$ cat config.mk
export PLATFORM = sky130hd
export DESIGN_NAME = elliptic_k_agm
export DESIGN_NICKNAME = d
export VERILOG_FILES = /design/src/design/ekagm_pkg.sv /design/src/design/elliptic_k_agm.sv /design/src/design/ekagm_ctrl.sv /design/src/design/ekagm_dp.sv
export SDC_FILE = /design/constraint.sdc
export NUM_CORES = 2
export LEC_CHECK = 0
export ABC_AREA = 1
export BUFFER_PORTS_ARGS = -buffer_cell sky130_fd_sc_hd__buf_2
export CAP_MARGIN = 20
export CORE_ASPECT_RATIO = 1.1
export CORE_UTILIZATION = 46
export CTS_BUF_LIST = sky130_fd_sc_hd__clkbuf_2
export DETAILED_ROUTE_END_ITERATION = 8
export HOLD_SLACK_MARGIN = 0.1
export SETUP_SLACK_MARGIN = 0.2
export SLEW_MARGIN = 20
export SYNTH_ARGS = -nofsm -noshare
export SYNTH_HDL_FRONTEND = slang
export SYNTH_SLANG_ARGS = --single-unit
export TNS_END_PERCENT = 20
$ cat constraint.sdc
create_clock -name clk -period 5.5 [get_ports clk]
set_input_delay 1.1 -clock clk [delete_from_list [all_inputs] [get_ports clk]]
set_output_delay 1.1 -clock clk [all_outputs]
set_load 0.03 [all_outputs]
$ cat src/design/ekagm_pkg.sv
`timescale 1ns / 1ps
// ----------------------------------------------------------------------------
// ekagm_pkg
// Shared types and constants of the elliptic integral agm block.
// ----------------------------------------------------------------------------
package ekagm_pkg;

	localparam int IN_W    = 33;
	localparam int IN_FRAC = 32;
	localparam int WF      = 40;
	localparam int AW      = WF + 1;
	localparam int PW      = 2 * AW;
	localparam int KW      = 36;
	localparam int ITW     = 10;
	localparam int TOLW    = 16;
	localparam int NUMW    = 73;
	localparam int CHUNK   = 11;
	localparam int MGW     = 4 * CHUNK;

	localparam logic [NUMW-1:0] PI_NUM = {64'hC90FDAA22168C234, 9'd0};
	localparam logic [KW-1:0]   K_MASK = {KW{1'b1}};

	localparam logic [0:0] REG_TOL   = 1'b0;
	localparam logic [0:0] REG_LIMIT = 1'b1;

	typedef enum logic [3:0] {
		ST_IDLE,
		ST_CLASSIFY,
		ST_INIT_SQ,
		ST_CHECK,
		ST_MUL,
		ST_SQ,
		ST_DIV,
		ST_FINISH
	} ekagm_state_t;

	typedef struct packed {
		logic load;
		logic sqrt_init;
		logic init_done;
		logic mul_start;
		logic sqrt_iter;
		logic update;
		logic div_start;
		logic emit;
	} ekagm_cmd_t;

	typedef struct packed {
		logic is_inf;
		logic is_zero;
		logic busy;
		logic stop;
	} ekagm_stat_t;

endpackage

$ cat src/design/elliptic_k_agm.sv
`timescale 1ns / 1ps
// ----------------------------------------------------------------------------
// elliptic_k_agm
// Complete elliptic integral of the first kind by the arithmetic-geometric mean.
// ----------------------------------------------------------------------------
// One item at a time. An item with 0 < k2 < 1 runs a 41-step bit-serial
// square root to start the loop; each agm iteration then runs a chunked
// multiply and a 41-step square root, and a 73-step restoring division
// forms pi/(2a). k2 = 0 skips the loop; k2 >= 1 skips the loop and the
// division. The finished result sits in an output register, so the next
// item is taken while it waits.
module elliptic_k_agm (
	input  logic        clk,
	input  logic        arst_n,
	input  logic        psel,
	input  logic        penable,
	input  logic        pwrite,
	input  logic [2:0]  paddr,
	input  logic [31:0] pwdata,
	output logic [31:0] prdata,
	output logic        pready,
	input  logic        s_tvalid,
	output logic        s_tready,
	input  logic [39:0] s_tdata,   // k2_fraction[32:0], zero pad
	output logic        m_tvalid,
	input  logic        m_tready,
	output logic [47:0] m_tdata,   // k_value[35:0], iterations[45:36], zero pad
	output logic        m_tuser    // is_infinite
);
	import ekagm_pkg::*;

	logic [TOLW-1:0] tol_q;
	logic [ITW-1:0]  limit_q;
	ekagm_cmd_t      cmd;
	ekagm_stat_t     stat;
	logic [KW-1:0]   k_val;
	logic            inf_val;
	logic [ITW-1:0]  it_val;
	logic            out_free;
	logic [KW-1:0]   k_q;
	logic [ITW-1:0]  it_q;
	logic            inf_q;
	logic            mvalid_q;

	assign pready = 1'b1;

	always_ff @(posedge clk or negedge arst_n) begin
		if (!arst_n) begin
			tol_q   <= TOLW'(1);
			limit_q <= ITW'(1000);
		end else if (psel && penable && pwrite) begin
			unique case (paddr[2])
				REG_TOL:   tol_q   <= pwdata[TOLW-1:0];
				REG_LIMIT: limit_q <= pwdata[ITW-1:0];
				default:   ;
			endcase
		end
	end

	always_comb begin
		unique case (paddr[2])
			REG_TOL:   prdata = 32'(tol_q);
			REG_LIMIT: prdata = 32'(limit_q);
			default:   prdata = '0;
		endcase
	end

	assign out_free = !mvalid_q || m_tready;

	ekagm_ctrl u_ctrl (
		.clk      (clk),
		.arst_n   (arst_n),
		.in_valid (s_tvalid),
		.out_free (out_free),
		.stat     (stat),
		.in_ready (s_tready),
		.cmd      (cmd)
	);

	ekagm_dp u_dp (
		.clk     (clk),
		.arst_n  (arst_n),
		.cmd     (cmd),
		.k2_in   (s_tdata[IN_W-1:0]),
		.tol     (tol_q),
		.limit   (limit_q),
		.stat    (stat),
		.k_out   (k_val),
		.inf_out (inf_val),
		.it_out  (it_val)
	);

	always_ff @(posedge clk or negedge arst_n) begin
		if (!arst_n) begin
			mvalid_q <= 1'b0;
		end else if (cmd.emit) begin
			mvalid_q <= 1'b1;
		end else if (m_tready) begin
			mvalid_q <= 1'b0;
		end
	end

	always_ff @(posedge clk) begin
		if (cmd.emit) begin
			k_q   <= k_val;
			it_q  <= it_val;
			inf_q <= inf_val;
		end
	end

	assign m_tvalid = mvalid_q;
	assign m_tdata  = {2'b00, it_q, k_q};
	assign m_tuser  = inf_q;

endmodule

$ cat src/design/ekagm_ctrl.sv
`timescale 1ns / 1ps
// ----------------------------------------------------------------------------
// ekagm_ctrl
// Sequencer for classification, agm iterations and the final division.
// ----------------------------------------------------------------------------
module ekagm_ctrl (
	input  logic               clk,
	input  logic               arst_n,
	input  logic               in_valid,
	input  logic               out_free,
	input  ekagm_pkg::ekagm_stat_t stat,
	output logic               in_ready,
	output ekagm_pkg::ekagm_cmd_t  cmd
);
	import ekagm_pkg::*;

	ekagm_state_t state_q, state_d;

	always_ff @(posedge clk or negedge arst_n) begin
		if (!arst_n) begin
			state_q <= ST_IDLE;
		end else begin
			state_q <= state_d;
		end
	end

	always_comb begin
		state_d = state_q;
		unique case (state_q)
			ST_IDLE:     if (in_valid) state_d = ST_CLASSIFY;
			ST_CLASSIFY: begin
				if (stat.is_inf) state_d = ST_FINISH;
				else if (stat.is_zero) state_d = ST_DIV;
				else state_d = ST_INIT_SQ;
			end
			ST_INIT_SQ:  if (!stat.busy) state_d = ST_CHECK;
			ST_CHECK:    state_d = stat.stop ? ST_DIV : ST_MUL;
			ST_MUL:      if (!stat.busy) state_d = ST_SQ;
			ST_SQ:       if (!stat.busy) state_d = ST_CHECK;
			ST_DIV:      if (!stat.busy) state_d = ST_FINISH;
			ST_FINISH:   if (out_free) state_d = ST_IDLE;
			default:     state_d = ST_IDLE;
		endcase
	end

	always_comb begin
		cmd = '0;
		in_ready = 1'b0;
		unique case (state_q)
			ST_IDLE: begin
				in_ready = 1'b1;
				cmd.load = in_valid;
			end
			ST_CLASSIFY: begin
				cmd.sqrt_init = !stat.is_inf && !stat.is_zero;
				cmd.div_start = !stat.is_inf && stat.is_zero;
			end
			ST_INIT_SQ: cmd.init_done = !stat.busy;
			ST_CHECK: begin
				cmd.div_start = stat.stop;
				cmd.mul_start = !stat.stop;
			end
			ST_MUL:    cmd.sqrt_iter = !stat.busy;
			ST_SQ:     cmd.update = !stat.busy;
			ST_DIV:    ;
			ST_FINISH: cmd.emit = out_free;
			default:   ;
		endcase
	end

endmodule

$ cat src/design/ekagm_dp.sv
`timescale 1ns / 1ps
// ----------------------------------------------------------------------------
// ekagm_dp
// Agm datapath: chunked multiplier, bit-serial square root and divider.
// ----------------------------------------------------------------------------
module ekagm_dp (
	input  logic                          clk,
	input  logic                          arst_n,
	input  ekagm_pkg::ekagm_cmd_t         cmd,
	input  logic [ekagm_pkg::IN_W-1:0]    k2_in,
	input  logic [ekagm_pkg::TOLW-1:0]    tol,
	input  logic [ekagm_pkg::ITW-1:0]     limit,
	output ekagm_pkg::ekagm_stat_t        stat,
	output logic [ekagm_pkg::KW-1:0]      k_out,
	output logic                          inf_out,
	output logic [ekagm_pkg::ITW-1:0]     it_out
);
	import ekagm_pkg::*;

	logic [IN_FRAC-1:0] k2_q;
	logic               inf_q, zero_q;
	logic [AW-1:0]      a_q, g_q, na_q, diff;
	logic [ITW-1:0]     it_q;

	// multiplier
	logic               mul_busy_q;
	logic [1:0]         mul_cnt_q;
	logic [MGW-1:0]     mg_q;
	logic [PW-1:0]      prod_q;
	logic [AW+CHUNK-1:0] pp;

	// square root
	logic               sq_busy_q;
	logic [5:0]         sq_cnt_q;
	logic [PW-1:0]      rad_q;
	logic [AW-1:0]      root_q;
	logic [AW+2:0]      srem_q, srem_sh, trial;

	// divider
	logic               dv_busy_q;
	logic [6:0]         dv_cnt_q;
	logic [NUMW-1:0]    num_q, quo_q;
	logic [AW-1:0]      drem_q;
	logic [AW:0]        drem_sh;

	always_ff @(posedge clk) begin
		if (cmd.load) begin
			k2_q   <= k2_in[IN_FRAC-1:0];
			inf_q  <= k2_in[IN_W-1];
			zero_q <= (k2_in == '0);
			a_q    <= AW'(1) << WF;
			it_q   <= '0;
		end
		if (cmd.init_done) begin
			g_q  <= root_q;
			it_q <= ITW'(1);
		end
		if (cmd.mul_start) begin
			na_q <= AW'(({1'b0, a_q} + {1'b0, g_q}) >> 1);
		end
		if (cmd.update) begin
			a_q  <= na_q;
			g_q  <= root_q;
			it_q <= it_q + ITW'(1);
		end
	end

	assign diff = (a_q > g_q) ? a_q - g_q : g_q - a_q;

	// chunked multiply, top chunk of g first
	assign pp = AW'(a_q) * mg_q[MGW-1 -: CHUNK];

	always_ff @(posedge clk or negedge arst_n) begin
		if (!arst_n) begin
			mul_busy_q <= 1'b0;
			mul_cnt_q  <= '0;
		end else if (cmd.mul_start) begin
			mul_busy_q <= 1'b1;
			mul_cnt_q  <= '0;
		end else if (mul_busy_q) begin
			mul_cnt_q <= mul_cnt_q + 2'd1;
			if (mul_cnt_q == 2'd3) mul_busy_q <= 1'b0;
		end
	end

	always_ff @(posedge clk) begin
		if (cmd.mul_start) begin
			mg_q   <= MGW'(g_q);
			prod_q <= '0;
		end else if (mul_busy_q) begin
			mg_q   <= mg_q << CHUNK;
			prod_q <= (prod_q << CHUNK) + PW'(pp);
		end
	end

	// square root, two radicand bits per step
	assign srem_sh = {srem_q[AW:0], rad_q[PW-1 -: 2]};
	assign trial   = {1'b0, root_q, 2'b01};

	always_ff @(posedge clk or negedge arst_n) begin
		if (!arst_n) begin
			sq_busy_q <= 1'b0;
			sq_cnt_q  <= '0;
		end else if (cmd.sqrt_init || cmd.sqrt_iter) begin
			sq_busy_q <= 1'b1;
			sq_cnt_q  <= '0;
		end else if (sq_busy_q) begin
			sq_cnt_q <= sq_cnt_q + 6'd1;
			if (sq_cnt_q == 6'(AW - 1)) sq_busy_q <= 1'b0;
		end
	end

	always_ff @(posedge clk) begin
		if (cmd.sqrt_init || cmd.sqrt_iter) begin
			rad_q  <= cmd.sqrt_init
				? PW'({(IN_W)'(1) << IN_FRAC} - {1'b0, k2_q}) << (2 * WF - IN_FRAC)
				: prod_q;
			root_q <= '0;
			srem_q <= '0;
		end else if (sq_busy_q) begin
			rad_q <= rad_q << 2;
			if (srem_sh >= trial) begin
				srem_q <= srem_sh - trial;
				root_q <= {root_q[AW-2:0], 1'b1};
			end else begin
				srem_q <= srem_sh;
				root_q <= {root_q[AW-2:0], 1'b0};
			end
		end
	end

	// restoring division of the pi constant by a
	assign drem_sh = {drem_q, num_q[NUMW-1]};

	always_ff @(posedge clk or negedge arst_n) begin
		if (!arst_n) begin
			dv_busy_q <= 1'b0;
			dv_cnt_q  <= '0;
		end else if (cmd.div_start) begin
			dv_busy_q <= 1'b1;
			dv_cnt_q  <= '0;
		end else if (dv_busy_q) begin
			dv_cnt_q <= dv_cnt_q + 7'd1;
			if (dv_cnt_q == 7'(NUMW - 1)) dv_busy_q <= 1'b0;
		end
	end

	always_ff @(posedge clk) begin
		if (cmd.div_start) begin
			num_q  <= PI_NUM;
			quo_q  <= '0;
			drem_q <= '0;
		end else if (dv_busy_q) begin
			num_q <= num_q << 1;
			if (drem_sh >= {1'b0, a_q}) begin
				drem_q <= AW'(drem_sh - {1'b0, a_q});
				quo_q  <= {quo_q[NUMW-2:0], 1'b1};
			end else begin
				drem_q <= AW'(drem_sh);
				quo_q  <= {quo_q[NUMW-2:0], 1'b0};
			end
		end
	end

	assign stat.is_inf  = inf_q;
	assign stat.is_zero = zero_q;
	assign stat.busy    = mul_busy_q || sq_busy_q || dv_busy_q;
	assign stat.stop    = (it_q >= limit)
		|| ((it_q != ITW'(1)) && (diff <= AW'(tol)));

	assign inf_out = inf_q;
	assign it_out  = it_q;
	assign k_out   = (inf_q || (quo_q[NUMW-1:KW] != '0)) ? K_MASK : quo_q[KW-1:0];

endmodule
==> impl_metrics.csv <==
group,metric,value,unit
synthesis,synth_compound_area_frac,0.117,
synthesis,synth_xor_area_frac,0.0235,
synthesis,synthSimpleGateAreaFrac,0.212,
synthesis,synth_area,59600,um2
global_routing,gr-total-overflow,0,
synthesis,async_flop_share,0.0658,
job,maxCapViolCount,0,
worst_setup_path,cpLargestDelayFamily,"adder cells",
worst_setup_path,r2r-end,"u_dp.prod_q[64]",
die,dieArea,131000,um2
synthesis,synth_cells,7990,
timing,grt_setup_unrepaired,"true",
hold_path,min_from,"u_dp.root_q[5]",
outcome,outcome,"complete, but fails checks",
final_layout,fin_nets,9794,
die,io_pins,166,
die,die_h,380,um
global_routing,grt_pass1_vias,54400,
synthesis,synth.area.top_cells,"edfxtp_1 (17%), fa_1 (13%), nand2_1 (12%), dfxtp_1 (12%), inv_1 (10%)",
clock_tree,path_clk_slew,110,ps
worst_setup_path,crit_arrival,7240,ps
die,core-area,129000,um2
timing,fmax,174,MHz
place,portBuffers,121,
worst_setup_path,slowest_delay,590,ps
synthesis,synth_top_area_frac,0.170,
synthesis,synth_top_family_by_area,"simple AND/OR/NAND/NOR gates",
worst_setup_path,rr_worst_depth,31,
hold_path,hold_path_class,"flip-flop to flip-flop",
final_layout,instances_no_fill,10800,
synthesis,ys_seq_area_frac,0.306,
global_routing,grt_pass1_wl,305000,um
worst_setup_path,path_buf_inv,14,
timing,period_share,1.04,
clock_tree,htreeDepth,4,
final_layout,drive_gt1_frac,0.224,
worst_setup_path,required,7000,ps
worst_setup_path,crit_path_end_kind,"flip-flop",
routing,drcViolationCount,0,
global_routing,grt_max_degree,90,
routing,drt-pass1-iter-count,6,
place,hpwl,149000,um
clock_tree,cts_tree,"built",
worst_setup_path,startpoint_type,"flip-flop",
clock_tree,cts_sinks,729,
timing,hold_viol,0,
die,rows,138,
routing,drt-vias-per-instance,5.18,
place,place.gp.congestion,1.09,
timing,setup_viol,50,
timing,fin_crit,5740,ps
final_layout,area_delta_synth_final,26.4,%
synthesis,synth_fa_ha_area_frac,0.204,
clock_tree,clock_path_buffers,3,
routing,ant_nets,0,
clock_tree,cts_buffers,185,
worst_setup_path,crit_path_max_fanout,6,
timing,fin_ws,-244,ps
worst_setup_path,timing.rr.start,"u_dp.mg_q[40]",
routing,wl,200000,um
synthesis,ys_types,65,
routing,first_iter_violations,4394,
routing,via_count,56000,
outcome,failed_checks,"setup timing",
worst_setup_path,crit_slowest_cell,"fa_2",
global_routing,grt_usage,0.298,
worst_setup_path,ff2ff_setup_slack,-240,ps
worst_setup_path,crit_top_cell,"buf_6",
timing,relSlewSlack,0.216,
timing,slew_viol_final,0,
timing,clock_skew,163,ps
routing,wl_per_cell,18.5,um
synthesis,synthMuxAreaShare,0.00907,
synthesis,dominantRegCellSynth,"dfxtp_1",
hold_path,hold_end,"u_dp.g_q[5]",
hold_path,whs_path_depth,0,
clock_tree,root_buffer,"clkbuf_2",
synthesis,syn_avg_cell_area,7.46,um2
die,chipWidth,345,um
synthesis,synth_top_area_cell,"edfxtp_1",
place,dpl.cell_count,10100,
synthesis,synth_edf_count,337,
worst_setup_path,cp_num_cells,31,
die,start_util,0.463,
timing,tightest_slew,1180,ps
synthesis,synth-seq-cells,729,
synthesis,ys_warn_count,0,
clock_tree,clock_latency,1620,ps
worst_setup_path,crit_type,"flip-flop to flip-flop",
global_routing,antenna_found_initial,4,
## cells by family (layout without fill, tap and decap cells)
| logic type | count (synthesis) | after routing |
|---|---|---|
| other | 2 | 21 |
| flip-flops | 729 | 729 |
| multiplexers | 54 | 54 |
| AO/OA/AOI/OAI | 1261 | 1261 |
| AND/OR/NAND/NOR | 3101 | 3102 |
| buffers and inverters | 1949 | 3073 |
| XOR/XNOR | 160 | 160 |
| adder cells (fa/ha/maj) | 734 | 734 |
## cells in the mapped netlist (5+ instances only)
cell	instances
nor2_1	661
dfrtp_1	41
fa_1	396
a22oi_1	8
and3_1	5
o21ai_1	7
clkbuf_1	215
ha_1	338
inv_2	8
nor3_1	62
dfxtp_1	344
buf_4	36
nand3b_1	6
o221ai_1	12
o21ai_0	493
dfstp_2	7
nand2_2	14
buf_2	42
a31oi_1	43
a21oi_1	462
xor2_1	120
mux2i_1	54
nor4_1	38
nand4_1	77
xnor2_1	40
edfxtp_1	337
o21bai_1	31
o22ai_1	47
a21boi_0	9
o31ai_1	7
buf_6	14
a21o_1	22
or2_2	38
nand3_1	226
nor2_2	33
buf_1	7
o21a_1	21
nand2_1	1921
inv_1	1619
a22o_1	7
o211ai_1	73
## cell usage in the layout, fill, tap and decap left out, types with 121 or more instances in the layout
cell type	count
buf_2	121
nand3_1	189
dfxtp_1	342
edfxtp_1	337
a21oi_1	399
fa_1	362
clkbuf_2	271
ha_1	264
buf_4	682
inv_1	1512
nand2_1	1768
o21ai_0	387
nor2_1	610
## cell type report
type | instances | area, um2
Antenna cell | 2 | 5.00
Sequential cell | 729 | 18200
Clock buffer | 270 | 1350
Timing Repair Buffer | 1100 | 9950
Fill cell | 11900 | 53300
Tap cell | 1680 | 2100
Multi-Input combinational cell | 5330 | 37100
Clock inverter | 71 | 442
Inverter | 1632 | 6150
## state kept, by name (all words and copies together), names as in the netlist, 42 cells and up
register / flops
u_dp.num_q: 62
u_dp.mg_q: 44
u_dp.quo_q: 73
u_dp.srem_q: 42
u_dp.rad_q: 82
u_dp.prod_q: 82
## through the flow
| step | cell area, um2 | hold WS (ps) | setup slack, ps | setup TNS [ps] | util |
|---|---|---|---|---|---|
| after floorplan | 59900 | 408 | 134 | 0 | - |
| after global placement | 66200 | 414 | -593 | -21540 | 0.514 |
| after detailed placement | 66200 | 416 | -595 | -24670 | 0.514 |
| after CTS | 73000 | 102 | -118 | -1470 | 0.567 |
| after global routing | 75300 | 208 | -416 | -18950 | 0.586 |
| final | 75300 | 291 | -244 | -5920 | 0.586 |
## per-layer routing
| metal | global-route usage | part of all wire | routed length, um | vias to the layer above |
|---|---|---|---|---|
| li1 | - | - | - | 27100 |
| met1 | 0.408 | 0.44 | 88300 | 26900 |
| met2 | 0.486 | 0.46 | 92300 | 1694 |
| met3 | 0.0434 | 0.066 | 13200 | 324 |
| met4 | 0.0936 | 0.029 | 5770 | 2 |
| met5 | 0 | 0.00010 | 20 | - |
## worst max path at each step
stage	start	endpoint	slack, ps
2_1_floorplan	u_dp.a_q[18]	u_dp.na_q[0]	130
3_3_place_gp	u_dp.mg_q[40]	u_dp.prod_q[69]	-590
3_5_place_dp	u_dp.mg_q[40]	u_dp.prod_q[69]	-600
4_1_cts	u_dp.mg_q[37]	u_dp.prod_q[56]	-120
5_1_grt	u_dp.mg_q[40]	u_dp.prod_q[40]	-420
6_report	u_dp.mg_q[40]	u_dp.prod_q[64]	-240
## worst register-to-register path, delay by kind of cell, from the launching register on
family	cells	cell delay (ps)
compound gates	3	520
fa+ha+maj	6	2920
buf+inv	14	1370
flops	1	410
simple gates	8	560
## repair_timing
| action | CTS | global route |
|---|---|---|
| gates resized for setup | 632 | 383 |
| hold buffers | 92 | 0 |
| endpoints found under the setup margin | 391 | 396 |
| endpoints found under the hold margin | 112 | 0 |
| pin swaps | 240 | 216 |
| buffers inserted | 134 | 85 |
| gates cloned | 23 | 13 |
Power is not shown: default switching activity piles up to over one toggle a cycle in this logic, so the estimate is an artifact.
